`config.mk`:
```
export PLATFORM = sky130hd
export DESIGN_NAME = wcr_div_cell
export DESIGN_NICKNAME = d
export VERILOG_FILES = /design/src/rtl/wcr_pkg.sv /design/src/rtl/wcr_div_cell.sv
export SDC_FILE = /design/constraint.sdc
export NUM_CORES = 1
export LEC_CHECK = 0
export BUFFER_PORTS_ARGS = -buffer_cell sky130_fd_sc_hd__buf_4
export CAP_MARGIN = 5
export CORE_MARGIN = 3
export CORE_UTILIZATION = 50
export CTS_BUF_LIST = sky130_fd_sc_hd__clkbuf_16
export DETAILED_ROUTE_END_ITERATION = 12
export PLACE_DENSITY = 0.83
export SLEW_MARGIN = 20
export SYNTH_ARGS = -nofsm -noshare
export SYNTH_HDL_FRONTEND = slang
export SYNTH_SLANG_ARGS = --single-unit
```
`constraint.sdc`:
```
create_clock -name clk_i -period 9.5 [get_ports clk_i]
set_clock_uncertainty 0.15 [all_clocks]
set_input_delay 1.9 -clock clk_i [delete_from_list [all_inputs] [get_ports clk_i]]
set_output_delay 1.9 -clock clk_i [all_outputs]
set_load 0.01 [all_outputs]
```
`src/rtl/wcr_pkg.sv`:
```
`timescale 1ns / 1ps
// ----------------------------------------------------------------------------
// wcr_pkg
// Widths, register defaults, grade codes and the sRGB linearization table
// of the contrast ratio block.
// ----------------------------------------------------------------------------
package wcr_pkg;

  localparam int LUM_FRAC   = 16;
  localparam int RATIO_FRAC = 8;

  localparam int CH_W     = 8;
  localparam int LIN_FRAC = 31;
  localparam int LIN_W    = LIN_FRAC + 1;
  localparam int W_W      = LUM_FRAC;
  localparam int PROD_W   = LIN_W + W_W;
  localparam int LUM_W    = LUM_FRAC + 1;
  localparam int NUM_W    = LUM_FRAC + 5;
  localparam int RATIO_W  = RATIO_FRAC + 5;
  localparam int DIV_N_W  = NUM_W + RATIO_FRAC;
  localparam int TAB_N    = 256;

  localparam logic [W_W-1:0] W_RED   = W_W'(((64'd2126 << LUM_FRAC) + 64'd5000) / 64'd10000);
  localparam logic [W_W-1:0] W_GREEN = W_W'(((64'd7152 << LUM_FRAC) + 64'd5000) / 64'd10000);
  localparam logic [W_W-1:0] W_BLUE  = W_W'(((64'd722 << LUM_FRAC) + 64'd5000) / 64'd10000);
  localparam logic [NUM_W-1:0] LUM_ONE = NUM_W'(64'd1 << LUM_FRAC);

  localparam logic [RATIO_W-1:0] MIN_RESET = RATIO_W'(1152);
  localparam logic [RATIO_W-1:0] ENH_RESET = RATIO_W'(1792);

  localparam int CFG_ADDR_W = 3;
  typedef enum logic {
    REG_MINIMUM  = 1'b0,
    REG_ENHANCED = 1'b1
  } reg_idx_e;

  typedef enum logic [1:0] {
    GRADE_NONE     = 2'd0,
    GRADE_MINIMUM  = 2'd1,
    GRADE_ENHANCED = 2'd2
  } grade_e;

  typedef struct packed {
    logic [CH_W-1:0] second_blue;
    logic [CH_W-1:0] second_green;
    logic [CH_W-1:0] second_red;
    logic [CH_W-1:0] first_blue;
    logic [CH_W-1:0] first_green;
    logic [CH_W-1:0] first_red;
  } pair_t;

  typedef struct packed {
    logic [NUM_W-1:0]   rem;
    logic [NUM_W-1:0]   den;
    logic [RATIO_W-1:0] low;
    logic [RATIO_W-1:0] quot;
  } div_t;

  typedef struct packed {
    logic [LUM_W-1:0] first_lum;
    logic [LUM_W-1:0] second_lum;
  } pay_t;

  typedef logic [LIN_W-1:0] lin_tab_t [TAB_N];

  function automatic logic [63:0] qmul(input logic [63:0] a, input logic [63:0] b);
    logic [63:0] p;
    p = a * b;
    return p >> LIN_FRAC;
  endfunction

  function automatic logic [63:0] fifth_power(input logic [63:0] r);
    logic [63:0] p;
    p = qmul(r, r);
    p = qmul(p, r);
    p = qmul(p, r);
    return qmul(p, r);
  endfunction

  function automatic logic [LIN_W-1:0] lin_entry(input int unsigned v);
    logic [63:0] x;
    logic [63:0] t;
    logic [63:0] u;
    logic [63:0] r;
    logic [63:0] c;
    if (v <= 10) begin
      x = (64'(v) * 64'd10) << LIN_FRAC;
      return LIN_W'(x / 64'd32946);
    end
    x = (64'd1000 * 64'(v) + 64'd14025) << LIN_FRAC;
    t = x / 64'd269025;
    u = qmul(t, t);
    r = 64'd0;
    for (int b = 31; b >= 0; b--) begin
      c = r | (64'd1 << b);
      if (c <= (64'd1 << LIN_FRAC) && fifth_power(c) <= u) begin
        r = c;
      end
    end
    return LIN_W'(qmul(u, r));
  endfunction

  function automatic lin_tab_t build_lin_table();
    lin_tab_t tab;
    for (int i = 0; i < TAB_N; i++) begin
      tab[i] = lin_entry(i);
    end
    return tab;
  endfunction

  localparam lin_tab_t LIN_TABLE = build_lin_table();

endpackage

```
`src/rtl/wcr_div_cell.sv`:
```
`timescale 1ns / 1ps
// ----------------------------------------------------------------------------
// wcr_div_cell
// One restoring division step: bring down a bit, subtract, shift in a
// quotient bit, and hand the request on to the next cell.
// ----------------------------------------------------------------------------
module wcr_div_cell (
  input  logic          clk_i,
  input  logic          rst_ni,
  input  logic          valid_i,
  output logic          ready_o,
  input  wcr_pkg::div_t div_i,
  input  wcr_pkg::pay_t pay_i,
  output logic          valid_o,
  input  logic          ready_i,
  output wcr_pkg::div_t div_o,
  output wcr_pkg::pay_t pay_o
);
  import wcr_pkg::*;

  logic         v_q;
  div_t         div_q;
  pay_t         pay_q;
  logic         ld;
  logic [NUM_W:0] trial;
  logic         ge;
  logic [NUM_W:0] diff;

  assign ld      = ~v_q | ready_i;
  assign ready_o = ld;
  assign valid_o = v_q;

  assign trial = {div_i.rem, div_i.low[RATIO_W-1]};
  assign ge    = trial >= {1'b0, div_i.den};
  assign diff  = trial - {1'b0, div_i.den};

  always_ff @(posedge clk_i or negedge rst_ni) begin
    if (!rst_ni) begin
      v_q <= 1'b0;
    end else if (ld) begin
      v_q <= valid_i;
    end
  end

  always_ff @(posedge clk_i) begin
    if (ld) begin
      div_q.rem  <= ge ? diff[NUM_W-1:0] : trial[NUM_W-1:0];
      div_q.den  <= div_i.den;
      div_q.low  <= {div_i.low[RATIO_W-2:0], 1'b0};
      div_q.quot <= {div_i.quot[RATIO_W-2:0], ge};
      pay_q      <= pay_i;
    end
  end

  assign div_o = div_q;
  assign pay_o = pay_q;

endmodule

```
Word level (Yosys, flattened, before mapping):

Cells that the tools add are included.

* word-level logic and storage cells: 12
* register bits after elaboration: 102

* add/sub/neg operators: 1
* order comparisons: 1
* bitwise logic cells: 2
* mux-type cells: 1

Operator list (number)
* 22-bit by 21-bit >= comparator with 1-bit output: 1
* 21-bit two-way mux: 1
* 21-bit subtractor: 1
* 1-bit NOT: 1
* 1-bit bitwise OR: 1

Depth between registers and ports, before layout:

Gate-level depths: netlist of the first run.

* depth after elaboration: 2
* mapped depth: 13
* depth with buffers taken out: 11

Worst setup path before layout of the first run:

No wires, ideal clock.

* path kind: input to output
* from: in ready_i
* to: out ready_o
* data arrival time: 4.438 ns
* path slack: 3.012 ns
* stages on the path: 1
* data required time: 7.450 ns
* buffers on the path: 0
* path through: nand2b_1

* longest elaborated chain between the ends: 1

Ends and longest elaborated chain
* start, declared: RTL line wcr_div_cell.sv:15 `input logic ready_i,`
* 1-bit bitwise OR: RTL line wcr_div_cell.sv:29 `assign ld = ~v_q | ready_i;`
* end, declared: RTL line wcr_div_cell.sv:11 `output logic ready_o,`

No other way between the ends.

Worst setup path after layout of the first run:

Same ends and word-level chain as after synthesis.

==> run metrics, run 1 <==
Final Instance Area=0.00649 mm^2; largest net degree at the start of global routing=63; global route overflow=0; # H-tree levels=3; vias=3453; routed vias/inst=5.26; min-delay worst type=reg2reg; vias in the first global route=3324; Post-Syn Area=0.00458 mm^2; Tmin final=4.77 ns; ys async rst share=0.980%; Antenna Cells=0; Netlist cell types=53; share of layout cells above drive strength 1=44.0%; leakage=2.87 nW; fin nets=671; die area=between 0.01 and 0.015 mm^2; Initial Utilization=52.0%; Synth Area in Compound Gates=11.8%; antenna viol nets, final=0; WS Path Type=in2out; Final Core Density=73.7%; worst path arrival time=2.72 ns; core area=0.00881 mm^2; Final setup viols=0; CTS tree=yes; multiplexer area fraction after synthesis=1.67%; Post-Synth Adder-Cell Area=6.17%; die width=just over 100 um; FF-to-FF path depth=2; syn avg cell area=13.7 um^2; Max Cap Viol=0; CP Capture Type=output pin; TritonCTS Sinks=approximately 100; worst slew pin tran=0.807 ns; XOR/XNOR Fraction of Synth Area=2.68%; initial antenna violation count=0; Core Rows=34; cts bufs inserted=9; largest family of logic cells by synthesized area=compound AO/OA/AOI/OAI gates; critical path peak fanout=42; required time of the worst setup path=7.45 ns; post-synthesis sequential area ratio=66.8%; Post-DP Area=between 0.006 and 0.007 mm^2; Clock Pin Slew Worst Setup and Hold Paths=around 0.070 ns; worst-path cell chain=buf_4 > nand2b_4 > buf_4; synthesized-area fraction occupied by and/or/nand/nor cells=6.61%; Period Utilization, post-route=about half; Die H=about 100 um; gpl congestion=slightly below 0.9; clk_lat worst skew=about 0.33 ns; Port Buffers=about 210; first-pass GRT wire length=~17000 um; peak per-stage delay on the critical path=0.41 ns; status=finished, final reports clean; Worst Setup Start Kind=input port; GRT Total Usage=21.8%; post-CTS setup buffer count=0; number of synthesized flops with an enable pin=101; cell mode on critical path=buf_4; Max-Slew Margin vs Limit=between 40 and 50%; final hold vios=0; CTS root buf=clkbuf_16; Hold Buf Count CTS=0; Area Overhead vs Synth=41.8%; CP max stage cell=nand2b_4; Cells after Synth=335; DRT Pass-1 Iters=5; Top FF cell, synth=edfxtp_1; first-iteration detailed-routing DRC count=113; CP Depth=3; top-level I/O count=210; routed wire length=~12000 um; Top delay family on crit path=simple AND/OR/NAND/NOR gates; Seq cells post-synth=102; HPWL after detailed placement=9210 um; setup TNS=0 ns; Yosys warning count=0; R2R Setup Slk=7.31 ns; Max Clk Rate=210 MHz; Min-Delay Path Depth=2; max-slew violations=0; Post-CTS Resized=0; Mapped Nets=463; Fillers=595; RSZ-0062 raised after global routing=false; Max Root-Sink Buffers=2; drc violations=0; power density over the cells=176 mW/mm^2; Buf/Inv on CP=2; drt wl/cell=about 18 um; Peak VDD IR=0.0875 mV
metrics by stage:
step	hold WS, ns	power (mW)	cells	setup slack, ns
finish	0.807	1.14	656	4.73
global route	0.877	1.19	656	4.69
floorplan	1.45	0.688	335	3.01
global placement	0.753	0.797	640	4.30
CTS	0.817	1.15	656	4.58
detailed placement	0.808	0.806	640	4.24
power by group:
group          internal (mW)  leakage (nW)  switching (mW)  total [mW]
logic                  0.118          1.70           0.119       0.237
clock network          0.182         0.144           0.164       0.346
registers              0.546          1.02          0.0121       0.558
total                  0.846          2.87           0.295        1.14
state kept, by name, summed over array words and instances, names as in the netlist:
| register | count |
|---|---|
| pay_o | 34 |
| div_o | 67 |
| valid_o | 1 |
tightest hold or removal path, stage by stage, from the launching register on:
cell,delay (ns)
dfrtp_1,0.39
nand2b_4,0.34
nand2b_1,0.19
placed cells by master, fill, tap and decap left out, types with 4 or more instances in the layout:
cell type and count:
a21o_1 5, xor2_1 4, nand2_1 14, mux2_2 5, inv_1 33, xnor2_1 10, nand3_1 4, nand4_1 4
ha_1 21, nor2_1 25, clkbuf_16 9, edfxtp_1 101, a21oi_1 36, buf_4 208, o21a_1 4, o21ai_0 14
worst paths after layout:
path,from,to
max in group asynchronous,rst_ni,valid_o
min in group asynchronous,rst_ni,valid_o
worst max register to register,valid_o,pay_o[24]
worst max-delay path,ready_i,ready_o
worst min-delay path,valid_o,valid_o
worst min register to register,valid_o,valid_o
synthesized netlist by cell type, types with 2 or more instances:
cell type | instances | area share (%)
edfxtp_1 | 101 | 66
a21oi_1 | 36 | 3.9
inv_1 | 32 | 2.6
nor2_1 | 25 | 2.0
ha_1 | 21 | 5.7
nand2_1 | 14 | 1.1
o21ai_0 | 14 | 1.5
xnor2_1 | 10 | 1.9
a21o_1 | 5 | 0.82
mux2_2 | 5 | 1.2
buf_2 | 4 | 0.44
nand3_1 | 4 | 0.44
nand4_1 | 4 | 0.55
o21a_1 | 4 | 0.66
xor2_1 | 4 | 0.76
buf_4 | 3 | 0.49
nor2b_1 | 3 | 0.41
nor3_1 | 3 | 0.33
a21oi_2 | 2 | 0.38
a31oi_1 | 2 | 0.27
buf_6 | 2 | 0.49
mux2i_1 | 2 | 0.44
nand2b_1 | 2 | 0.27
o211ai_1 | 2 | 0.33
o311ai_0 | 2 | 0.38
or2_2 | 2 | 0.27
cells by family (layout without fill, tap and decap cells):
group / count (synthesis) / count (layout)
simple gates: 64 / 64
other cells: 1 / 1
compound gates: 82 / 82
xor+xnor: 14 / 14
buf+inv: 43 / 256
flops: 102 / 102
fa+ha+maj: 22 / 22
mux: 7 / 7
metal layers:
metal  track usage (%)  up-vias  part of all wire (%)
met3              5.79       12                   9.0
met1              26.7     1639                    38
met5                 0        -                     0
met2              38.6      147                    51
met4              5.11        0                   1.2
li1                  -     1655                     -
cell type report:
| class | instances | area (um^2) | share of cell area (%) |
|---|---|---|---|
| Clock buffer | 9 | 225 | 3.47 |
| Clock inverter | 7 | 58.8 | 0.906 |
| Tap cell | 108 | 135 | 2.08 |
| Sequential cell | 102 | 3060 | 47.1 |
| Inverter | 32 | 120 | 1.85 |
| Multi-Input combinational cell | 190 | 1340 | 20.6 |
| Timing Repair Buffer | 208 | 1560 | 24.0 |
(Power assumes the default switching activity.)
==> run 2: changes to the inputs <==
CORE_UTILIZATION = 47   (was 50)
PLACE_DENSITY = 0.78   (was 0.83)
clock period = 4.8 ns   (was 9.5 ns; I/O delays follow)
==> run 2 against run 1 <==
Final cell count is 3.4% higher. Sequential cell count is the same. Sequential share of layout area is 0.31 points lower. Die area increased by 6.0%. Combinational power grew 100%. Largest cell class unchanged.
==> run metrics, run 2 (synthesis gave the netlist of run 1 again) <==
Die H=105 um (was 102 um); antenna viol nets, final=0 (unchanged); Final setup viols=0 (unchanged); Worst Setup Start Kind=input port (unchanged); global route overflow=0 (unchanged); # H-tree levels=3 (unchanged); worst slew pin tran=0.785 ns (was 0.807 ns); worst-path cell chain=buf_4 > inv_1 > ha_1 > a21oi_1 > o21a_1 > o21a_2 > a2111oi_4 > or2_1 > buf_4 > mux2_2 (was buf_4 > nand2b_4 > buf_4); Antenna Cells=0 (unchanged); top-level I/O count=210 (unchanged); setup TNS=0 ns (unchanged); die area=0.0110 mm^2 (was 0.0103 mm^2); Setup WS pre-CTS=0.823 ns (was 4.24 ns); Area Overhead vs Synth=42.7% (was 41.8%); largest net degree at the start of global routing=67 (was 63); die width=105 um (was 102 um); clk_lat worst skew=0.33 ns (about the same); vias in the first global route=3509 (was 3324); vias=3478 (was 3453); Hold Buf Count CTS=0 (unchanged); min-delay worst type=in2async (was reg2reg); Core Rows=35 (was 34); share of layout cells above drive strength 1=44.1% (was 44.0%); leakage=2.87 nW (about the same); Port Buffers=207 (unchanged); TritonCTS Sinks=102 (unchanged); GRT Total Usage=22.2% (was 21.8%); Max Cap Viol=0 (unchanged); required time of the worst setup path=4.74 ns (was 7.45 ns); WHS=0.231 ns (was 0.807 ns); initial antenna violation count=0 (unchanged); most frequent cells in the layout=209 x buf_4, 101 x edfxtp_1, 36 x a21oi_1 (was 208 x buf_4, 101 x edfxtp_1, 36 x a21oi_1); final hold vios=0 (unchanged); CP max stage cell=ha_1 (was nand2b_4); post-route insts no fill=678 (was 656); Period Utilization, post-route=between 70 and 80%; Max-Slew Margin vs Limit=47.7% (was 46.2%); post-CTS setup buffer count=0 (unchanged); CTS root buf=clkbuf_16 (unchanged); power density over the cells=348 mW/mm^2 (was 176 mW/mm^2); critical path peak fanout=25 (was 42); max reg flops=67 (unchanged); Post-CTS Resized=0 (unchanged); cts bufs inserted=9 (unchanged); gpl congestion=0.864 (was 0.886); Top delay family on crit path=compound AO/OA/AOI/OAI gates (was simple AND/OR/NAND/NOR gates); drc violations=0 (unchanged); routed vias/inst=5.13 (was 5.26); setup ws final=1.17 ns (was 4.73 ns); CP Capture Type=flip-flop (was output pin); Buf/Inv on CP=3 (was 2); Clock Pin Slew Worst Setup and Hold Paths=0.07 ns (about the same); Peak VDD IR=0.203 mV (was 0.0875 mV); RSZ-0062 raised after global routing=false (unchanged); status=finished, final reports clean (unchanged); Tmin final=3.63 ns; routed wire length=12200 um (was 11800 um); first-pass GRT wire length=19000 um (was 17200 um); peak per-stage delay on the critical path=0.46 ns (was 0.41 ns); cell mode on critical path=buf_4 (unchanged); first-iteration detailed-routing DRC count=149 (was 113); DRT Pass-1 Iters=4 (was 5); Seq. cell area=0.00306 mm^2 (unchanged); drt wl/cell=18.0 um (about the same); HPWL after detailed placement=9690 um (was 9210 um); commonest non-fill, non-tap cell in the layout=buf_4 (unchanged); CTS tree=yes (unchanged); WS Path Type=in2reg (was in2out); placed cells=662 (was 640); area taken by multi-input logic gates=0.00134 mm^2 (unchanged); Max Root-Sink Buffers=2 (unchanged); Max Clk Rate=275 MHz; Initial Utilization=48.9% (was 52.0%); fin nets=672 (was 671); max-slew violations=0 (unchanged); Fillers=705 (was 595); core area=0.00937 mm^2 (was 0.00881 mm^2); worst path arrival time=3.57 ns (was 2.72 ns)
run 2: stage by stage:
step	total power, mW	area [um^2]	utilization (%)
after global routing	2.37	6540	69.7
final	2.27	6540	69.7
after floorplan	1.36	4580	-
after CTS	2.29	6540	69.7
after global placement	1.58	6240	66.6
after detailed placement	1.60	6240	66.6
run 2: layout make-up:
cell class,instances,area share [%]
multi-input cells,190,20.4
well taps,129,2.47
flip-flops and latches,102,46.8
inverters,32,1.84
clock buffers,9,3.45
clock inverters,7,1.03
repair buffers,209,24.0
run 2: path summary, 6_finish.rpt:
check | start | end | slack (ns) | cells past startpoint
worst max-delay path | div_i[37] | div_o[62] | 1.17 | 10
min in group clk_i | pay_i[27] | pay_o[27] | 0.64 | 1
max in group asynchronous | rst_ni | valid_o | 4.19 | 1
worst min-delay path | rst_ni | valid_o | 0.23 | 1
worst max register to register | valid_o | div_o[6] | 2.68 | 2
worst min register to register | valid_o | valid_o | 0.78 | 2
run 2: layer usage:
metal	wire length, um	global-route usage (%)	share of wire [%]	up-vias
met4	384	8.81	3.1	0
met3	977	6.86	8.0	24
met2	6380	39.9	52	152
met1	4450	24.3	36	1653
met5	0	0	0	-
li1	-	-	-	1649
run 2: worst register-to-register path, stage by stage, from the launching register on:
cell and delay, ns:
dfrtp_1 0.41, nand2b_4 0.42, buf_4 0.75
run 2: power breakdown:
part	switching (mW)	internal (mW)
clock network	0.332	0.365
logic	0.238	0.235
registers	0.0239	1.08
